<file path="config.mk">
export PLATFORM = sky130hd
export DESIGN_NAME = texture_brush_stamp
export DESIGN_NICKNAME = d
export VERILOG_FILES = /design/src/rtl/core/tbs_pkg.sv /design/src/rtl/core/tbs_front.sv /design/src/rtl/core/tbs_queue.sv /design/src/rtl/core/tbs_back.sv /design/src/rtl/core/texture_brush_stamp.sv
export SDC_FILE = /design/constraint.sdc
export NUM_CORES = 1
export LEC_CHECK = 0
export ABC_AREA = 1
export BUFFER_PORTS_ARGS = -buffer_cell sky130_fd_sc_hd__buf_2
export CAP_MARGIN = 15
export CORE_UTILIZATION = 55
export DETAILED_ROUTE_END_ITERATION = 8
export PLACE_DENSITY = 0.83
export SYNTH_ARGS = -nofsm -noshare
export SYNTH_HDL_FRONTEND = slang
export SYNTH_SLANG_ARGS = --single-unit
</file>
<file path="constraint.sdc">
create_clock -name clk_i -period 4.3 [get_ports clk_i]
set_clock_uncertainty 0.1 [all_clocks]
set_input_delay 0.86 -clock clk_i [delete_from_list [all_inputs] [get_ports clk_i]]
set_output_delay 0.86 -clock clk_i [all_outputs]
set_load 0.02 [all_outputs]
</file>
<file path="src/rtl/core/tbs_pkg.sv">
// Shared types, constants and decode functions for the texture brush stamp.
// No dependencies; used by every module of the block.
`default_nettype none

package tbs_pkg;

  localparam int unsigned ADDR_W     = 12;
  localparam int unsigned VALUE_W    = 16;
  localparam int unsigned COORD_W    = 6;
  localparam int unsigned ROW_LEN_W  = 7;
  localparam int unsigned LIMIT_W    = 6;
  localparam int unsigned CFG_W      = 7;
  localparam int unsigned NUM_GROUPS = 5;
  localparam int unsigned QUEUE_DEPTH = 2;

  // Configuration register indexes.
  localparam logic CFG_ROW_LENGTH    = 1'b0;
  localparam logic CFG_TOP_ROW_LIMIT = 1'b1;

  // Reset values of the configuration registers.
  localparam logic [ROW_LEN_W-1:0] ROW_LENGTH_RST    = 7'd32;
  localparam logic [LIMIT_W-1:0]   TOP_ROW_LIMIT_RST = 6'd31;

  // Brush size codes.
  localparam logic [1:0] BRUSH_NONE  = 2'd0;
  localparam logic [1:0] BRUSH_ONE   = 2'd1;
  localparam logic [1:0] BRUSH_THREE = 2'd2;
  localparam logic [1:0] BRUSH_FIVE  = 2'd3;

  // Row groups of a footprint, in the order they are written.
  localparam logic [2:0] GRP_CENTER = 3'd0;
  localparam logic [2:0] GRP_UP1    = 3'd1;
  localparam logic [2:0] GRP_DOWN1  = 3'd2;
  localparam logic [2:0] GRP_UP2    = 3'd3;
  localparam logic [2:0] GRP_DOWN2  = 3'd4;

  typedef struct packed {
    logic [COORD_W-1:0] cell_x;
    logic [COORD_W-1:0] cell_z;
    logic [1:0]         brush_size;
    logic [7:0]         red;
    logic [7:0]         green;
    logic [7:0]         blue;
    logic [7:0]         alpha;
  } stamp_req_t;

  typedef struct packed {
    logic [ADDR_W-1:0]  texel_address;
    logic [VALUE_W-1:0] texel_value;
    logic               last_write;
  } texel_wr_t;

  // Classified stamp, handed from the front end to the write sequencer.
  typedef struct packed {
    logic [ADDR_W-1:0]     base;
    logic [VALUE_W-1:0]    value;
    logic [1:0]            size;
    logic [1:0]            reach_r;
    logic [1:0]            reach_l;
    logic [NUM_GROUPS-1:0] grp_en;
  } stamp_desc_t;

  // Column offset selected for one write: plus or minus the right or left
  // reach, or half of it, or nothing.
  typedef enum logic [3:0] {
    COL_ZERO    = 4'd0,
    COL_PR      = 4'd1,
    COL_PR_HALF = 4'd2,
    COL_NR      = 4'd3,
    COL_NR_HALF = 4'd4,
    COL_PL      = 4'd5,
    COL_PL_HALF = 4'd6,
    COL_NL      = 4'd7,
    COL_NL_HALF = 4'd8
  } col_sel_e;

  function automatic logic [2:0] group_len(input logic [1:0] size);
    logic [2:0] len;
    unique case (size)
      BRUSH_FIVE:  len = 3'd5;
      BRUSH_THREE: len = 3'd3;
      default:     len = 3'd1;
    endcase
    return len;
  endfunction

  function automatic col_sel_e col_sel(input logic [1:0] size, input logic [2:0] grp,
                                       input logic [2:0] col);
    col_sel_e sel;
    sel = COL_ZERO;
    if (size == BRUSH_FIVE) begin
      unique case (grp)
        GRP_CENTER: begin
          unique case (col)
            3'd0:    sel = COL_PR_HALF;
            3'd2:    sel = COL_NL_HALF;
            3'd3:    sel = COL_PR;
            3'd4:    sel = COL_NL;
            default: sel = COL_ZERO;
          endcase
        end
        GRP_UP1: begin
          unique case (col)
            3'd0:    sel = COL_NL;
            3'd1:    sel = COL_NL_HALF;
            3'd3:    sel = COL_PR_HALF;
            3'd4:    sel = COL_PR;
            default: sel = COL_ZERO;
          endcase
        end
        GRP_UP2: begin
          unique case (col)
            3'd0:    sel = COL_NL_HALF;
            3'd1:    sel = COL_NL;
            3'd3:    sel = COL_PR;
            3'd4:    sel = COL_PR_HALF;
            default: sel = COL_ZERO;
          endcase
        end
        default: begin
          // Both lower rows share one column order.
          unique case (col)
            3'd0:    sel = COL_PL_HALF;
            3'd1:    sel = COL_PL;
            3'd3:    sel = COL_NR;
            3'd4:    sel = COL_NR_HALF;
            default: sel = COL_ZERO;
          endcase
        end
      endcase
    end else if (size == BRUSH_THREE) begin
      unique case (grp)
        GRP_CENTER: begin
          unique case (col)
            3'd0:    sel = COL_PR;
            3'd2:    sel = COL_NL;
            default: sel = COL_ZERO;
          endcase
        end
        GRP_UP1: begin
          unique case (col)
            3'd0:    sel = COL_NL;
            3'd2:    sel = COL_PR;
            default: sel = COL_ZERO;
          endcase
        end
        default: begin
          unique case (col)
            3'd0:    sel = COL_PL;
            3'd2:    sel = COL_NR;
            default: sel = COL_ZERO;
          endcase
        end
      endcase
    end
    return sel;
  endfunction

endpackage

`default_nettype wire

</file>
<file path="src/rtl/core/tbs_front.sv">
// Front end of the texture brush stamp: accepts stamp requests and classifies
// them into a descriptor for the write sequencer. Depends on tbs_pkg.
`default_nettype none

module tbs_front (
  input  var tbs_pkg::stamp_req_t                   stamp_i,
  input  var logic                                  start_i,
  input  var logic                                  queue_full_i,
  input  var logic [tbs_pkg::ROW_LEN_W-1:0]         row_length_i,
  input  var logic [tbs_pkg::LIMIT_W-1:0]           top_row_limit_i,
  output logic                                      push_o,
  output tbs_pkg::stamp_desc_t                      desc_o
);

  logic [13:0] prod;
  logic [6:0]  z_plus1;
  logic [6:0]  z_plus2;
  logic [6:0]  z_plus3;
  logic [7:0]  x_ext;
  logic [7:0]  rl_m1;
  logic [7:0]  rl_m2;
  logic        up1;
  logic        up2;
  logic        down;
  logic [1:0]  reach_r;
  logic [1:0]  reach_l;
  logic [1:0]  reach_3;

  always_comb begin
    z_plus1 = {1'b0, stamp_i.cell_z} + 7'd1;
    z_plus2 = {1'b0, stamp_i.cell_z} + 7'd2;
    z_plus3 = {1'b0, stamp_i.cell_z} + 7'd3;
    prod    = {7'b0, row_length_i} * {7'b0, z_plus1};

    up1  = z_plus2 <= {1'b0, top_row_limit_i};
    up2  = z_plus3 <= {1'b0, top_row_limit_i};
    down = stamp_i.cell_z >= 6'd2;

    // Edge tests; length below two wraps rl_m2, zero also rl_m1, above any column.
    x_ext = {2'b00, stamp_i.cell_x};
    rl_m1 = {1'b0, row_length_i} - 8'd1;
    rl_m2 = {1'b0, row_length_i} - 8'd2;

    if (x_ext == rl_m2) begin
      reach_r = 2'd1;
    end else if (x_ext == rl_m1) begin
      reach_r = 2'd0;
    end else begin
      reach_r = 2'd2;
    end

    if (stamp_i.cell_x == 6'd1) begin
      reach_l = 2'd1;
    end else if (stamp_i.cell_x == 6'd0) begin
      reach_l = 2'd0;
    end else begin
      reach_l = 2'd2;
    end

    reach_3 = ((x_ext == rl_m1) || (stamp_i.cell_x == 6'd0)) ? 2'd0 : 2'd1;

    desc_o.base  = prod[tbs_pkg::ADDR_W-1:0] - {6'b0, stamp_i.cell_x};
    desc_o.value = {stamp_i.red[7:3], stamp_i.green[7:3], stamp_i.blue[7:3],
                    stamp_i.alpha[0]};
    desc_o.size  = stamp_i.brush_size;

    unique case (stamp_i.brush_size)
      tbs_pkg::BRUSH_FIVE: begin
        desc_o.reach_r = reach_r;
        desc_o.reach_l = reach_l;
        desc_o.grp_en  = {down, up2, down, up1, 1'b1};
      end
      tbs_pkg::BRUSH_THREE: begin
        desc_o.reach_r = reach_3;
        desc_o.reach_l = reach_3;
        desc_o.grp_en  = {1'b0, 1'b0, down, up1, 1'b1};
      end
      default: begin
        desc_o.reach_r = 2'd0;
        desc_o.reach_l = 2'd0;
        desc_o.grp_en  = 5'b00001;
      end
    endcase

    // A stamp with no brush is taken and dropped here.
    push_o = start_i && !queue_full_i && (stamp_i.brush_size != tbs_pkg::BRUSH_NONE);
  end

endmodule

`default_nettype wire

</file>
<file path="src/rtl/core/tbs_queue.sv">
// Short descriptor queue between the front end and the write sequencer.
// Depends on tbs_pkg.
`default_nettype none

module tbs_queue (
  input  var logic                  clk_i,
  input  var logic                  rst_ni,
  input  var logic                  push_i,
  input  var tbs_pkg::stamp_desc_t  desc_i,
  input  var logic                  pop_i,
  output tbs_pkg::stamp_desc_t      head_o,
  output logic                      empty_o,
  output logic                      full_o
);

  tbs_pkg::stamp_desc_t entry_q [tbs_pkg::QUEUE_DEPTH];
  logic       wr_ptr_q, wr_ptr_d;
  logic       rd_ptr_q, rd_ptr_d;
  logic [1:0] count_q, count_d;

  always_comb begin
    empty_o  = count_q == 2'd0;
    full_o   = count_q == 2'(tbs_pkg::QUEUE_DEPTH);
    head_o   = entry_q[rd_ptr_q];
    wr_ptr_d = push_i ? ~wr_ptr_q : wr_ptr_q;
    rd_ptr_d = pop_i ? ~rd_ptr_q : rd_ptr_q;
    count_d  = count_q + {1'b0, push_i} - {1'b0, pop_i};
  end

  always_ff @(posedge clk_i or negedge rst_ni) begin
    if (!rst_ni) begin
      wr_ptr_q <= 1'b0;
      rd_ptr_q <= 1'b0;
      count_q  <= 2'd0;
    end else begin
      wr_ptr_q <= wr_ptr_d;
      rd_ptr_q <= rd_ptr_d;
      count_q  <= count_d;
    end
  end

  always_ff @(posedge clk_i) begin
    if (push_i) begin
      entry_q[wr_ptr_q] <= desc_i;
    end
  end

endmodule

`default_nettype wire

</file>
<file path="src/rtl/core/tbs_back.sv">
// Write sequencer of the texture brush stamp: walks the row groups and
// columns of a footprint, one texel write per cycle. Depends on tbs_pkg.
`default_nettype none

module tbs_back (
  input  var logic                          clk_i,
  input  var logic                          rst_ni,
  input  var logic [tbs_pkg::ROW_LEN_W-1:0] row_length_i,
  input  var tbs_pkg::stamp_desc_t          head_i,
  input  var logic                          empty_i,
  output logic                              pop_o,
  output logic                              strobe_o,
  output tbs_pkg::texel_wr_t                texel_o
);

  tbs_pkg::stamp_desc_t cur_q;
  logic                 active_q;
  logic [2:0]           grp_q;
  logic [2:0]           col_q;
  logic                 strobe_q;
  tbs_pkg::texel_wr_t   texel_q;

  logic [2:0]                 len;
  logic                       col_last;
  logic                       has_next;
  logic [2:0]                 next_grp;
  logic                       last;
  logic                       finish;
  logic [tbs_pkg::ADDR_W-1:0] rl_ext;
  logic [tbs_pkg::ADDR_W-1:0] row_off;
  logic [tbs_pkg::ADDR_W-1:0] col_off;
  tbs_pkg::col_sel_e          sel;

  always_comb begin
    len      = tbs_pkg::group_len(cur_q.size);
    col_last = col_q == (len - 3'd1);

    // Lowest enabled group above the current one.
    has_next = 1'b0;
    next_grp = grp_q;
    for (int i = tbs_pkg::NUM_GROUPS - 1; i >= 0; i--) begin
      if (cur_q.grp_en[i] && (3'(i) > grp_q)) begin
        has_next = 1'b1;
        next_grp = 3'(i);
      end
    end

    last   = col_last && !has_next;
    finish = active_q && last;
    pop_o  = !empty_i && (!active_q || finish);

    rl_ext = {5'b0, row_length_i};
    unique case (grp_q)
      tbs_pkg::GRP_UP1:   row_off = rl_ext;
      tbs_pkg::GRP_DOWN1: row_off = -rl_ext;
      tbs_pkg::GRP_UP2:   row_off = rl_ext << 1;
      tbs_pkg::GRP_DOWN2: row_off = -(rl_ext << 1);
      default:            row_off = '0;
    endcase

    sel = tbs_pkg::col_sel(cur_q.size, grp_q, col_q);
    unique case (sel)
      tbs_pkg::COL_PR:      col_off = {10'b0, cur_q.reach_r};
      tbs_pkg::COL_PR_HALF: col_off = {11'b0, cur_q.reach_r[1]};
      tbs_pkg::COL_NR:      col_off = -{10'b0, cur_q.reach_r};
      tbs_pkg::COL_NR_HALF: col_off = -{11'b0, cur_q.reach_r[1]};
      tbs_pkg::COL_PL:      col_off = {10'b0, cur_q.reach_l};
      tbs_pkg::COL_PL_HALF: col_off = {11'b0, cur_q.reach_l[1]};
      tbs_pkg::COL_NL:      col_off = -{10'b0, cur_q.reach_l};
      tbs_pkg::COL_NL_HALF: col_off = -{11'b0, cur_q.reach_l[1]};
      default:              col_off = '0;
    endcase
  end

  always_ff @(posedge clk_i or negedge rst_ni) begin
    if (!rst_ni) begin
      active_q <= 1'b0;
      grp_q    <= tbs_pkg::GRP_CENTER;
      col_q    <= 3'd0;
      strobe_q <= 1'b0;
    end else begin
      strobe_q <= active_q;
      if (pop_o) begin
        active_q <= 1'b1;
        grp_q    <= tbs_pkg::GRP_CENTER;
        col_q    <= 3'd0;
      end else if (finish) begin
        active_q <= 1'b0;
      end else if (active_q) begin
        if (col_last) begin
          grp_q <= next_grp;
          col_q <= 3'd0;
        end else begin
          col_q <= col_q + 3'd1;
        end
      end
    end
  end

  always_ff @(posedge clk_i) begin
    if (pop_o) begin
      cur_q <= head_i;
    end
    texel_q.texel_address <= cur_q.base + row_off + col_off;
    texel_q.texel_value   <= cur_q.value;
    texel_q.last_write    <= last;
  end

  assign strobe_o = strobe_q;
  assign texel_o  = texel_q;

endmodule

`default_nettype wire

</file>
<file path="src/rtl/core/texture_brush_stamp.sv">
// Top level of the texture brush stamp: configuration registers, front end,
// descriptor queue and write sequencer. Depends on tbs_pkg, tbs_front,
// tbs_queue and tbs_back.
//
// Usage. A stamp request word (stamp_i) is taken at a rising edge where
// start is high and busy is low. The block packs the color to RGBA5551 and
// emits the footprint's texel writes on texel_o, one word per cycle marked
// by result_strobe_o, with last_write set on the final write of the stamp.
// A request with brush size zero is taken and produces no writes.
//
// Throughput. When the sequencer is free, the first write of a taken
// request passes the queue, the sequencer registers and the output
// registers. The sequencer emits one write per cycle: one write for the
// single texel brush, three to nine for the three wide brush and five to
// 25 for the five wide brush, set by how many row groups fall inside the
// texture. Writes of consecutive stamps follow with no gap. A two-word
// queue sits between request intake and the sequencer, so busy rises only
// when two stamps wait behind the one in work. The receiver cannot stall:
// each write is shown for exactly one cycle. Reset clears the queue and
// the sequencer and sets row_length to 32 and top_row_limit to 31.
// Configuration is written through cfg_we_i, cfg_index_i and cfg_data_i;
// the user must write only while the block is idle; nothing enforces it.
`default_nettype none

module texture_brush_stamp (
  input  var logic                        clk_i,
  input  var logic                        rst_ni,
  input  var logic                        start,
  output logic                            busy,
  input  var tbs_pkg::stamp_req_t         stamp_i,
  output logic                            result_strobe_o,
  output tbs_pkg::texel_wr_t              texel_o,
  input  var logic                        cfg_we_i,
  input  var logic                        cfg_index_i,
  input  var logic [tbs_pkg::CFG_W-1:0]   cfg_data_i
);

  logic [tbs_pkg::ROW_LEN_W-1:0] row_length_q;
  logic [tbs_pkg::LIMIT_W-1:0]   top_row_limit_q;

  logic                 push;
  logic                 pop;
  logic                 q_empty;
  logic                 q_full;
  tbs_pkg::stamp_desc_t desc_in;
  tbs_pkg::stamp_desc_t desc_head;

  // Configuration registers, written without handshake.
  always_ff @(posedge clk_i or negedge rst_ni) begin
    if (!rst_ni) begin
      row_length_q    <= tbs_pkg::ROW_LENGTH_RST;
      top_row_limit_q <= tbs_pkg::TOP_ROW_LIMIT_RST;
    end else if (cfg_we_i) begin
      unique case (cfg_index_i)
        tbs_pkg::CFG_ROW_LENGTH:    row_length_q    <= cfg_data_i;
        tbs_pkg::CFG_TOP_ROW_LIMIT: top_row_limit_q <= cfg_data_i[tbs_pkg::LIMIT_W-1:0];
        default: ;
      endcase
    end
  end

  assign busy = q_full;

  tbs_front u_front (
    .stamp_i         (stamp_i),
    .start_i         (start),
    .queue_full_i    (q_full),
    .row_length_i    (row_length_q),
    .top_row_limit_i (top_row_limit_q),
    .push_o          (push),
    .desc_o          (desc_in)
  );

  tbs_queue u_queue (
    .clk_i   (clk_i),
    .rst_ni  (rst_ni),
    .push_i  (push),
    .desc_i  (desc_in),
    .pop_i   (pop),
    .head_o  (desc_head),
    .empty_o (q_empty),
    .full_o  (q_full)
  );

  tbs_back u_back (
    .clk_i        (clk_i),
    .rst_ni       (rst_ni),
    .row_length_i (row_length_q),
    .head_i       (desc_head),
    .empty_i      (q_empty),
    .pop_o        (pop),
    .strobe_o     (result_strobe_o),
    .texel_o      (texel_o)
  );

endmodule

`default_nettype wire

</file>
== Yosys cells after proc, flatten, opt, wreduce, memory -nomap -nowiden ==
Memories as Yosys holds them, arrays and structs flattened. A register that Yosys moved wholly into a read port is not among the register bits.
Index checks and enable logic that the tools add are counted.

* Bits in writable memories: 78
* Register bits after elaboration: 54
* Memories kept: 1
* Logic and storage cells: 140
* Output and inout bits: 31
* Input port bits: 58

{| class="wikitable"
|+ Memories
! name !! words !! width !! rd ports !! clocked after memory_dff !! wr ports !! RTL line !! text
|-
| u_queue.entry_q || 2 || 39 || 1 || 1 || 1 || tbs_queue.sv:16 || <nowiki>tbs_pkg::stamp_desc_t entry_q [tbs_pkg::QUEUE_DEPTH];</nowiki>
|}

* $add $sub $neg: 18
* Equality and inequality tests: 26
* Reduce and logical (&&, ||, !) cells: 29
* $mul: 1
* Bitwise logic cells: 3
* Multiplexer cells: 42
* $lt $le $gt $ge: 8

{| class="wikitable"
|+ Operators by type and width
! kind !! count
|-
| 12-bit one-hot mux with 8 select lines || 1
|-
| 12-bit one-hot mux with 4 select lines || 1
|-
| 4-bit one-hot mux with 4 select lines || 3
|-
| 3-bit 2-to-1 mux || 13
|-
| 12-bit adder || 2
|-
| 1-bit negator with 12-bit output || 2
|-
| 2-bit negator with 12-bit output || 2
|-
| 3-bit one-hot mux with 2 select lines || 4
|-
| 9-bit one-hot mux with 2 select lines || 1
|-
| 4-bit by 3-bit equality test with 1-bit output, second input constant || 4
|-
| 6-bit by 8-bit equality test with 1-bit output || 2
|-
| 6-bit by 2-bit adder with 7-bit output, second input constant || 2
|-
| 7-bit by 6-bit <= comparator with 1-bit output || 2
|-
| 3-bit by 2-bit equality test with 1-bit output, second input constant || 4
|-
| 7-bit by 7-bit multiplier with 12-bit output || 1
|-
| 7-bit negator with 12-bit output || 1
|-
| 8-bit negator with 12-bit output || 1
|-
| 3-bit one-hot mux with 4 select lines || 1
|-
| 4-bit one-hot mux with 3 select lines || 1
|-
| 12-bit by 6-bit subtractor with 12-bit output || 1
|-
| 2-bit equality test, second input constant || 5
|-
| 1-bit logical AND || 10
|-
| 1-bit 2-to-1 mux || 10
|-
| 4-bit by 2-bit equality test with 1-bit output, second input constant || 2
|-
| 31 further kinds || 51
|}

== Logic depth before layout (Yosys ltp) ==
Gate-level depths: netlist (run 1).

* Depth after elaboration: 14
* Mapped depth: 27
* Depth with buffers taken out: 27

== Cells and area by module ==
A second synthesis (run 1) with hierarchy kept.

* Cells, all modules: 1180
* Area, all modules: 10522.6 um^2

{| class="wikitable"
|+ Modules (own cells, without submodules)
! module !! area an instance (um^2) !! cells each !! sequential area each (um^2) !! times used
|-
| tbs_back || 3752.3 || 394 || 1921.8 || 1
|-
| tbs_front || 3121.7 || 500 || 0.0 || 1
|-
| tbs_queue || 3119.2 || 229 || 2442.3 || 1
|-
| texture_brush_stamp || 529.3 || 57 || 332.8 || 1
|}

== Worst setup path before layout (run 1) ==
Ideal clock, no wire load.

* Path type: in2reg
* Start: input port stamp_i[34] (netlist name)
* End: memory u_queue.entry_q[0][38] (netlist name) (data pin)
* Required time: 3.943 ns
* Arrival time: 4.811 ns
* Slack: -0.868 ns
* Setup time: 0.257 ns
* Buffers on the path: 1
* Cell stages on the path: 22
* Cell sequence: clkbuf_1 -> inv_1 -> o21bai_1 -> nand2_1 -> inv_1 -> nand2_1 -> fa_1 -> fa_1 -> inv_1 -> fa_1 -> fa_1 -> ha_1 -> nand2_1 -> nor3_1 -> nor2_1 -> o21ai_0 -> a21o_1 -> nand2_1 -> nand2_1 -> inv_1 -> nand2_1 -> nand2_1

{| class="wikitable"
|+ RTL lines
! item !! RTL line !! text
|-
| start, declared || texture_brush_stamp.sv:30 || <nowiki>input var tbs_pkg::stamp_req_t stamp_i,</nowiki>
|-
| end, declared || tbs_queue.sv:16 ||
|}

==> summary.txt, run 1 <==
Final layout
  – Filler-free cell count of the finished design: around 1400
  – Layout area overhead: 20.4%
  – Fillers: 1204
  – Nets: 1351
  – Ratio of cells with drive above 1 in the final layout: 23.9%
  – # diodes: 0
  – Most frequent cells in the layout: 251 x nand2_1, 156 x inv_1, 114 x edfxtp_1, 68 x buf_2, 62 x buf_4
  – Commonest non-fill, non-tap cell in the layout: nand2_1
  – Final core occ: 68.7%

CTS
  – Clk root buf: clkbuf_16
  – CTS clk-pin slew, worst paths: 70 ps
  – CTS buffer count: 17
  – Clock tree from TritonCTS: done
  – Clk_lat worst skew: 440 ps
  – H-Tree Depth: 4
  – Clk buf depth: 2
  – Clk sinks: roughly 170
  – Hold buffer count at CTS: 0

Timing
  – Slew Limit Fails: 0
  – Worst-margin pin slew: 591 ps
  – Tcrit/Tclk final: 108%
  – Final Hold Viols: 0
  – Normalized max-slew margin: 60.6%
  – F_max: 215 MHz
  – Setup violators final: 12
  – Final setup margin: -362 ps
  – Unrepaired setup endpoints after global routing: true
  – Crit path time final: 4660 ps

Global routing
  – GRT overflow: 0
  – Antenna violations before repair: 0
  – Number of global-route vias before repair: 7459
  – GR Util All Layers: 25.0%
  – First-pass GRT wire length: 35100 um
  – Largest net degree at the start of global routing: 42

Synth
  – Most used DFF post-synth: edfxtp_1
  – Ys async rst share: 14.9%
  – Gate Count Post-Synth: roughly 1000
  – Seq/Total Area, Yosys: 46.5%
  – Syn_area_per_cell: 9.57 um2
  – YS warnings: 0
  – Cell Area, Synth: around 10000 um2
  – EDFF count, synth: 114
  – Yosys cell types: 46
  – Register bit total from synthesis: between 150 and 200
  – Syn_nets: around 1200

Drt
  – Starting DRC count in detailed routing: 601
  – Routed WL: 21700 um
  – DR vias: roughly 7400
  – Detail Route Antenna Nets: 0
  – Number of vias per cell: between 5 and 6
  – # DRC: 0
  – WL per Instance: about 15 um
  – TritonRoute pass-1 iters: 8

Setup path
  – Family with the most delay on the worst path: adder cells
  – CP Data Arrival Time: 4750 ps
  – CP most frequent cell: nand2_1
  – Reg2Reg Setup Slack: 90 ps
  – R2r endpoint: u_queue.entry_q[1][38]$_DFFE_PP_
  – Peak per-stage delay on the critical path: 560 ps
  – Crit start category: input port
  – Worst reg2reg path startpoint: row_length_q[2]$_DFFE_PN0P_
  – Critical Path RT: around 4400 ps
  – Worst Path Buf+Inv: 5
  – Crit path kind: input port to flip-flop
  – CP endpoint kind: flip-flop
  – Worst-path fanout max: 4
  – Slowest CP cell: fa_1
  – Worst r2r path cells: 19

Run status
  – Failing checks: setup timing
  – Outcome: complete, but fails checks

Worst hold path
  – Hold path depth: 0
  – Hold path start: u_back.cur_q[12]$_DFFE_PP_
  – HP Class: flip-flop to flip-flop
  – Hold path endpoint: u_back.texel_o[2]$_DFF_P_

Die
  – Num rows: 48
  – Die W: 137 um
  – CORE AREA: 17500 um2
  – Die H: ~140 um
  – Total I/O pin count: 89
  – Die ar.: 18700 um2
  – Initial Util: 57.0%

Placement
  – IO Port Bufs: 72
  – Hpwl dp: roughly 16000 um
  – Placer Congestion: 0.935
  – Dpl cells: between 1000 and 1500

Power and ir drop
  – LEAKAGE: around 5.7 nW
  – PD cells: around 770 nW/um2
  – Worst VDD drop: between 0.4 and 0.5 mV

Job
  – Max Cap Viol: 0
metrics by stage:
step	setup WS (ps)	total power, mW	hold WS (ps)	cell area [um2]	setup TNS (ps)
floorplan	-540	6.12	223	10100	-3650
global placement	-872	7.17	224	11100	-10110
detailed placement	-977	7.39	227	11100	-12040
CTS	-347	9.05	242	11800	-2440
global route	-542	9.98	254	12000	-4310
finish	-362	9.23	242	12000	-2720
Yosys cell counts (all sizes together) (5+ instances only):
cell    count  share of area (%)
a21oi      28                1.4
nand3      37                2.4
xnor2      19                1.7
nor2       77                3.6
xor2       32                2.8
nor3       10               0.60
o21ai      38                1.9
nand2     273                 11
dfrtp      19                4.8
buf         8               0.36
nand4       5               0.31
dfstp       6                1.6
o22ai       8               0.50
dfxtp      29                5.8
fa         42                8.4
ha         71                8.9
clkbuf      9               0.34
edfxtp    114                 34
inv       182                6.9
cells by family (layout without fill, tap and decap cells):
family | count (synthesis) | after routing | share of synthesized area (%)
flip-flops | 168 | 168 | 46.5
adder cells (fa/ha/maj) | 113 | 113 | 17.3
buffers and inverters | 200 | 351 | 7.59
AND/OR/NAND/NOR | 413 | 413 | 18.4
AO/OA/AOI/OAI | 97 | 97 | 5.64
XOR/XNOR | 51 | 51 | 4.48
flip-flops by register name (all words and copies together), names as in the netlist:
register          cells
u_queue.entry_q      76
u_back.cur_q         38
u_back.texel_o       29
row_length_q          7
top_row_limit_q       6
u_back.col_q          3
u_back.grp_q          3
u_queue.count_q       2
u_back.active_q       1
u_back.strobe_o       1
u_queue.rd_ptr_q      1
u_queue.wr_ptr_q      1
what timing repair did:
| action | CTS | global route |
|---|---|---|
| pin swaps | 26 | 31 |
| resized for setup | 31 | 31 |
| setup endpoints to repair | 14 | 20 |
| setup buffers | 5 | 8 |
cell type report:
class	count	area, um2	share of cell area, %
multi-input cells	674	4920	41.0
flip-flops and latches	168	4640	38.6
repair buffers	136	886	7.38
inverters	183	692	5.76
clock buffers	18	429	3.58
well taps	225	282	2.35
clock inverters	14	161	1.34
worst max-delay path by stage:
stage	from	depth (start not counted)	endpoint	slack, ps
after global placement	stamp_i[35]	24	u_queue.entry_q[0][38]$_DFFE_PP_	-870
after floorplan	stamp_i[37]	21	u_queue.entry_q[0][38]$_DFFE_PP_	-540
after CTS	stamp_i[35]	22	u_queue.entry_q[1][38]$_DFFE_PP_	-350
after global routing	stamp_i[36]	25	u_queue.entry_q[1][38]$_DFFE_PP_	-540
after detailed placement	stamp_i[35]	24	u_queue.entry_q[0][38]$_DFFE_PP_	-980
final	stamp_i[36]	25	u_queue.entry_q[1][38]$_DFFE_PP_	-360
metal layers:
metal,global-route usage (%),up-vias,routed length (um)
li1,-,3613,-
met1,29.2,3453,8480
met2,44.5,300,11000
met3,4.22,66,1500
met4,12.2,0,711
met5,0,-,0
worst register-to-register path, cell delays in order (launching register included):
cell     delay (ps)
dfrtp_1         420
inv_1           140
nor2_1          220
fa_2            250
inv_2            40
fa_1            570
inv_2            50
fa_1            460
fa_1            510
ha_4            330
nand2_4          70
nor3_4          210
nor2_4           60
o21ai_2         140
a21o_1          120
nand2_1          40
nand2_1          80
inv_1            40
nand2_1          50
nand2_1          60
where the power goes:
group	internal (mW)	total [mW]	switching, mW
combinational	1.96	4.98	3.02
sequential	2.53	2.73	0.195
clock	0.827	1.52	0.692
Note: power is estimated with default switching activity, not from simulation.
==> inputs of run 2 (changes only) <==
--- a/config.mk
+++ b/config.mk
@@ -8,9 +8,11 @@
 export ABC_AREA = 1
 export BUFFER_PORTS_ARGS = -buffer_cell sky130_fd_sc_hd__buf_2
 export CAP_MARGIN = 15
-export CORE_UTILIZATION = 55
+export CELL_PAD_IN_SITES_DETAIL_PLACEMENT = 0
+export CELL_PAD_IN_SITES_GLOBAL_PLACEMENT = 1
+export CORE_UTILIZATION = 42
 export DETAILED_ROUTE_END_ITERATION = 8
-export PLACE_DENSITY = 0.83
+export PLACE_DENSITY = 0.82
 export SYNTH_ARGS = -nofsm -noshare
 export SYNTH_HDL_FRONTEND = slang
 export SYNTH_SLANG_ARGS = --single-unit
==> run 2 against run 1 <==
Against the previous run:
- the run still ends with setup timing left
- fmax grew 0.34%
- die area up 30%
- register-to-register slack improved by 20 ps
- flip-flop and latch count is the same
- sequential share of layout area shrank 0.45 points
- utilization fell by 17 points
- wire length down 5.4%
- critical path type unchanged
- via count decreased by 4.9%
- combinational power is 0.8% lower
==> summary.txt, run 2 (synthesized netlist as in run 1, its figures left out) <==
Drt
  – Routed WL: 20500 um (-5.4%)
  – Number of vias per cell: 4.67 (-11%)
  – WL per Instance: 13.5 um (-11%)
  – Starting DRC count in detailed routing: 339 (-44%)
  – TritonRoute pass-1 iters: 4 (-4)
  – DR vias: 7069 (-4.9%)
  – Detail Route Antenna Nets: 0 (unchanged)
  – # DRC: 0 (unchanged)

Final layout
  – Ratio of cells with drive above 1 in the final layout: 24.2% (+0.32 points)
  – Max reg flops: 76 (unchanged)
  – Most frequent cells in the layout: 251 x nand2_1, 158 x inv_1, 114 x edfxtp_1, 69 x buf_2, 60 x buf_4
  – Filler-free cell count of the finished design: 1513 (+6.7%)
  – # diodes: 0 (unchanged)
  – Final core occ: 51.9% (-17 points)
  – Commonest non-fill, non-tap cell in the layout: nand2_1
  – Layout area overhead: 21.8%
  – Reg with most FFs: u_queue.entry_q
  – Nets: 1352 (+0.074%)
  – Fin area: 12100 um2 (+1.2%)

Setup path
  – Crit start category: input port
  – Crit path kind: input port to flip-flop
  – Worst r2r path cells: 21 (+2)
  – CP endpoint kind: flip-flop
  – Worst-path fanout max: 4 (unchanged)
  – CP Data Arrival Time: 4730 ps (-20 ps)
  – R2r endpoint: u_queue.entry_q[1][38]$_DFFE_PP_
  – Worst reg2reg path startpoint: row_length_q[0]$_DFFE_PN0P_
  – Reg2Reg Setup Slack: 110 ps (+20 ps)
  – Critical Path RT: 4380 ps (about the same)

Die
  – Num rows: 56 (+17%)
  – Die H: 156 um (+14%)
  – Die ar.: 24400 um2 (+30%)
  – Die W: 156 um (+14%)
  – CORE AREA: 23400 um2 (+34%)
  – Total I/O pin count: 89 (unchanged)
  – Initial Util: 42.6% (-14 points)

CTS
  – Clk root buf: clkbuf_16
  – Clk buf depth: 2 (unchanged)
  – CTS clk-pin slew, worst paths: 70 ps (about the same)
  – Clk_lat worst skew: 430 ps (about the same)
  – Hold buffer count at CTS: 0 (unchanged)
  – Clock tree from TritonCTS: done
  – CTS buffer count: 17 (unchanged)
  – H-Tree Depth: 4 (unchanged)
  – Clk sinks: 168 (unchanged)

Timing
  – Crit path time final: 4650 ps (-15.8 ps)
  – Slew Limit Fails: 0 (unchanged)
  – F_max: 215 MHz (+0.34%)
  – Final setup margin: -346 ps (+15.8 ps)
  – Hold WS: 241 ps (-0.548 ps)
  – Unrepaired setup endpoints after global routing: true
  – Final Hold Viols: 0 (unchanged)
  – Worst-margin pin slew: 598 ps (+7.54 ps)
  – Normalized max-slew margin: 60.1% (-0.46 points)
  – Tcrit/Tclk final: 108% (-0.37 points)
  – Setup violators final: 10 (-2)

Run status
  – Failing checks: setup timing
  – Outcome: complete, but fails checks

Power and ir drop
  – LEAKAGE: 5.74 nW (+0.21%)
  – PD cells: 759 nW/um2 (-1.2%)
  – Worst VDD drop: 0.352 mV (-14%)

Placement
  – Placer Congestion: 0.884 (-5.4%)
  – Hpwl dp: 15400 um (-1.2%)
  – IO Port Bufs: 72 (unchanged)
  – Dpl cells: 1473 (+7.2%)
  – Post-placement cell area: 11200 um2 (+1.4%)

Job
  – Max Cap Viol: 0 (unchanged)

Worst hold path
  – HP Class: flip-flop to flip-flop
  – Hold path start: u_back.cur_q[26]$_DFFE_PP_
  – Hold path depth: 0 (unchanged)
  – Hold path endpoint: u_back.texel_o[16]$_DFF_P_

Global routing
  – GRT overflow: 0 (unchanged)
  – Antenna violations before repair: 0 (unchanged)
  – GR Util All Layers: 18.2% (-6.8 points)
  – Largest net degree at the start of global routing: 42 (unchanged)
  – Number of global-route vias before repair: 7170 (-3.9%)
  – First-pass GRT wire length: 34300 um (-2.2%)
==> run 2: changes by cell type in the layout (fill, tap and decap cells not counted), sizes merged <==
cell,before,now
bufinv,1,2
buf,136,137
clkinv,4,2
clkbuf,18,20
clkinvlp,2,1
==> run 2: what timing repair did <==
item / CTS / global route
endpoints found under the setup margin: 14 / 22
gates resized for setup: 20 / 44
pin swaps: 24 / 43
buffers inserted: 5 / 6
==> run 2: metrics by stage <==
step	worst slack, ps	power (mW)	TNS [ps]
2_1_floorplan	-540	6.12	-3650
3_3_place_gp	-857	7.30	-9970
3_5_place_dp	-915	7.41	-10930
4_1_cts	-378	9.13	-2650
5_1_grt	-500	10.1	-3590
6_report	-346	9.22	-2020
==> run 2: power breakdown <==
group / switching [mW] / internal [mW] / total [mW]
combinational: 2.95 / 1.99 / 4.94
sequential: 0.185 / 2.53 / 2.72
clock: 0.655 / 0.911 / 1.57
==> run 2: worst max path at each step <==
stage,startpoint,endpoint,slack (ps),cells past startpoint
final,stamp_i[35],u_queue.entry_q[1][38]$_DFFE_PP_,-350,21
after global routing,stamp_i[36],u_queue.entry_q[1][38]$_DFFE_PP_,-500,26
after CTS,stamp_i[35],u_queue.entry_q[1][38]$_DFFE_PP_,-380,23
after detailed placement,stamp_i[35],u_queue.entry_q[1][38]$_DFFE_PP_,-910,24
after global placement,stamp_i[35],u_queue.entry_q[0][38]$_DFFE_PP_,-860,24
after floorplan,stamp_i[37],u_queue.entry_q[0][38]$_DFFE_PP_,-540,21
==> run 2: routing by layer <==
layer	part of all wire [%]	up-vias	wire length (um)	GRT usage, %
met3	3.9	14	807	3.28
met4	0.94	0	193	5.42
li1	-	3609	-	-
met5	0	-	0	0
met1	46	3325	9490	23.4
met2	49	121	10000	31.1
==> run 2: cell type report <==
class | count | area, um2
fillers | 2168 | 11300
well taps | 319 | 399
multi-input cells | 674 | 4910
clock inverters | 12 | 150
inverters | 183 | 694
clock buffers | 20 | 458
flip-flops and latches | 168 | 4640
repair buffers | 137 | 898
==> run 2: critical path, stage by stage <==
cell and delay (ps):
buf_8 110, ha_4 160, buf_6 110, or2_4 250, nand2_4 80, inv_2 40
buf_4 120, nand2_1 80, fa_1 430, inv_1 90, fa_1 440, fa_1 510
fa_1 620, ha_4 230, a21oi_2 130, o21ai_2 70, a21o_1 170, nand2_1 50
nand2_1 60, nand3_1 60, nand2_1 60
==> inputs of run 3 (changes only) <==
--- a/config.mk
+++ b/config.mk
@@ -10,9 +10,12 @@
 export CAP_MARGIN = 15
 export CELL_PAD_IN_SITES_DETAIL_PLACEMENT = 0
 export CELL_PAD_IN_SITES_GLOBAL_PLACEMENT = 1
-export CORE_UTILIZATION = 42
+export CORE_ASPECT_RATIO = 0.6
+export CORE_UTILIZATION = 44
+export CTS_BUF_LIST = sky130_fd_sc_hd__clkbuf_4
 export DETAILED_ROUTE_END_ITERATION = 8
-export PLACE_DENSITY = 0.82
+export PLACE_DENSITY = 0.85
+export REMOVE_ABC_BUFFERS = 1
 export SYNTH_ARGS = -nofsm -noshare
 export SYNTH_HDL_FRONTEND = slang
 export SYNTH_SLANG_ARGS = --single-unit
==> run 3 against run 2 <==
Against the previous run:
- the flow still finishes with violations (setup timing)
- design area fell by 0.48%
- sequential power hardly changed
- via count rose by 3.4%
- utilization increased by 2.7 points
- setup slack better by 160 ps
- die area fell by 4.4%
- non-clock buffer count increased by 20
- sequential share of layout area up 0.19 points
- power shrank 2.1%
- combinational power rose by 5.5%
- wire length is 11% higher
- global-route usage is 2.7 points higher
- highest routed layer unchanged
==> summary.txt, run 3 (synthesized netlist as in run 1, its figures left out) <==
Setup path
  – CP Data Arrival Time: 4740 ps (about the same)
  – Slowest CP cell: fa_1
  – Crit path kind: input port to flip-flop
  – Crit-path cells: buf_12, ha_4, inv_4, nor2_4, xor2_2, inv_2, nor2_4, fa_2, ha_4, inv_2, fa_1, inv_1, fa_1, ha_4, a21o_1, nand2_2, nand2_2, nor2_4, o21ai_2, a21o_1, nand2_1, nand2_2, nand3_1, nand2_2
  – Peak per-stage delay on the critical path: 520 ps (-100 ps)
  – Critical Path RT: 4550 ps (+170 ps)
  – Crit start category: input port
  – CP endpoint kind: flip-flop
  – CP most frequent cell: nand2_2
  – Worst-path fanout max: 4 (unchanged)

Final layout
  – Filler-free cell count of the finished design: 1525 (+0.79%)
  – Commonest non-fill, non-tap cell in the layout: nand2_1
  – Most frequent cells in the layout: 245 x nand2_1, 158 x inv_1, 114 x edfxtp_1, 80 x buf_4, 69 x buf_2
  – Final core occ: 54.6% (+2.7 points)
  – Nets: 1372 (+1.5%)
  – Ratio of cells with drive above 1 in the final layout: 25.8% (+1.6 points)
  – Reg with most FFs: u_queue.entry_q
  – Fillers: 1940 (-11%)
  – Layout area overhead: 21.2%
  – Max reg flops: 76 (unchanged)

Power and ir drop
  – Pint: 5.16 mW (-5.1%)
  – Comb power frac: 57.8% (+4.2 points)
  – Worst VDD drop: 0.374 mV (+6.2%)
  – Sw frac: 42.9% (+1.8 points)
  – Sequential Power Share: 30.0% (+0.5 points)
  – PD cells: 747 nW/um2 (-1.7%)
  – LEAKAGE: 5.73 nW (-0.11%)
  – Pwr Total: 9.03 mW (-2.1%)
  – Clock group share of total power: 12.2% (-4.8 points)
  – Net Sw Power: 3.87 mW (+2.2%)

Global routing
  – GRT overflow: 0 (unchanged)
  – Largest net degree at the start of global routing: 42 (unchanged)
  – First-pass GRT wire length: 37200 um (+8.6%)
  – Number of global-route vias before repair: 7185 (+0.21%)
  – Antenna violations before repair: 1 (+1)
  – GR Util All Layers: 20.9% (+2.7 points)

Timing
  – Tcrit/Tclk final: 104% (-3.6 points)
  – Final setup margin: -190 ps (+156 ps)
  – Setup tns final: -605 ps (+1420 ps)
  – Unrepaired setup endpoints after global routing: true
  – Final Hold Viols: 0 (unchanged)
  – Slew Limit Fails: 0 (unchanged)
  – F_max: 223 MHz (+3.5%)
  – Worst-margin pin slew: 602 ps (+3.88 ps)
  – Setup violators final: 6 (-4)
  – Normalized max-slew margin: 59.5% (-0.63 points)
  – Crit path time final: 4490 ps (-156 ps)
  – Hold WS: 174 ps (-67.5 ps)

Die
  – Die ar.: 23300 um2 (-4.4%)
  – Num rows: 42 (-25%)
  – Die H: 119 um (-24%)
  – Initial Util: 45.1% (+2.5 points)
  – Total I/O pin count: 89 (unchanged)
  – CORE AREA: 22100 um2 (-5.5%)
  – Die W: 196 um (+26%)

Worst hold path
  – HP Class: input port to async pin

CTS
  – H-Tree Depth: 4 (unchanged)
  – Clk sinks: 168 (unchanged)
  – Clk buf depth: 2 (unchanged)
  – Clk_lat worst skew: 580 ps (+150 ps)
  – Clock tree from TritonCTS: done
  – CTS buffer count: 17 (unchanged)
  – CTS clk-pin slew, worst paths: 130 ps (+60 ps)
  – Clk root buf: clkbuf_4

Drt
  – Detail Route Antenna Nets: 0 (unchanged)
  – Number of vias per cell: 4.79 (+2.6%)
  – WL per Instance: 14.9 um (+10%)
  – Routed WL: 22700 um (+11%)
  – DR vias: 7311 (+3.4%)
  – TritonRoute pass-1 iters: 5 (+1)
  – Starting DRC count in detailed routing: 425 (+25%)
  – # DRC: 0 (unchanged)

Run status
  – Outcome: complete, but fails checks
  – Failing checks: setup timing

Job
  – Max Cap Viol: 0 (unchanged)

Placement
  – IO Port Bufs: 72 (unchanged)
  – Placer Congestion: 0.911 (+3.1%)
  – Dpl cells: 1471 (-0.14%)
  – Hpwl dp: 16800 um (+8.8%)
==> run 3: changes by cell type in the layout (fill, tap and decap cells not counted), sizes merged <==
| cell | previous run | this run |
|---|---|---|
| buf | 137 | 157 |
| bufinv | 2 | 5 |
| clkinv | 2 | 5 |
| diode | 0 | 3 |
| inv | 190 | 184 |
==> run 3: power groups by stage <==
stage | sequential (mW) | combinational [mW] | clock (mW)
3_3_place_gp | 2.74 | 4.55 | 0
6_report | 2.71 | 5.21 | 1.10
4_1_cts | 2.72 | 4.91 | 1.13
2_1_floorplan | 2.92 | 3.08 | 0
5_1_grt | 2.76 | 5.88 | 1.19
3_5_place_dp | 2.75 | 4.66 | 0
==> run 3: layer usage <==
layer / share of wire, % / wire length [um] / global-route usage (%)
met1: 50 / 11500 / 32.0
met4: 0.71 / 162 / 4.74
met2: 43 / 9770 / 30.5
met3: 5.9 / 1340 / 3.57
met5: 0 / 0 / 0
==> run 3: per-stage QoR <==
step	setup slack (ps)	instance area, um2
6_report	-190	12100
5_1_grt	-293	12100
4_1_cts	-109	11800
3_5_place_dp	-1230	11200
3_3_place_gp	-1110	11200
2_1_floorplan	-816	9900
==> run 3: layout make-up <==
| class | instances | area [um2] | share of cell area (%) |
|---|---|---|---|
| repair buffers | 157 | 1050 | 8.71 |
| clock buffers | 20 | 150 | 1.24 |
| inverters | 183 | 689 | 5.70 |
| clock inverters | 12 | 199 | 1.65 |
| diodes | 3 | 7.51 | 0.0621 |
| well taps | 308 | 385 | 3.19 |
| flip-flops and latches | 168 | 4640 | 38.4 |
| multi-input cells | 674 | 4970 | 41.1 |
==> run 3: critical path: cells and delay by family <==
kind            cells  cell delay (ps)
compound gates      3              450
xor+xnor            1              220
fa+ha+maj           6             2130
buf+inv             5              370
simple gates        9              690
==> run 3: repair_timing <==
action	in CTS	in global routing
hold buffers	0	0
buffers inserted	9	11
endpoints found under the setup margin	15	15
pin swaps	38	27
gates resized for setup	60	48
==> run 3: worst paths after layout <==
check | from | endpoint | slack [ps] | depth (start not counted)
max in group asynchronous | rst_ni | row_length_q[4]$_DFFE_PN0P_ | 3520 | 1
worst min register to register | u_back.cur_q[12]$_DFFE_PP_ | u_back.texel_o[2]$_DFF_P_ | 250 | 0
worst max register to register | row_length_q[2]$_DFFE_PN0P_ | u_queue.entry_q[0][38]$_DFFE_PP_ | 130 | 19
worst max-delay path | stamp_i[35] | u_queue.entry_q[0][38]$_DFFE_PP_ | -190 | 24
min in group clk_i | u_back.cur_q[12]$_DFFE_PP_ | u_back.texel_o[2]$_DFF_P_ | 250 | 0
worst min-delay path | rst_ni | top_row_limit_q[5]$_DFFE_PN0P_ | 170 | 1
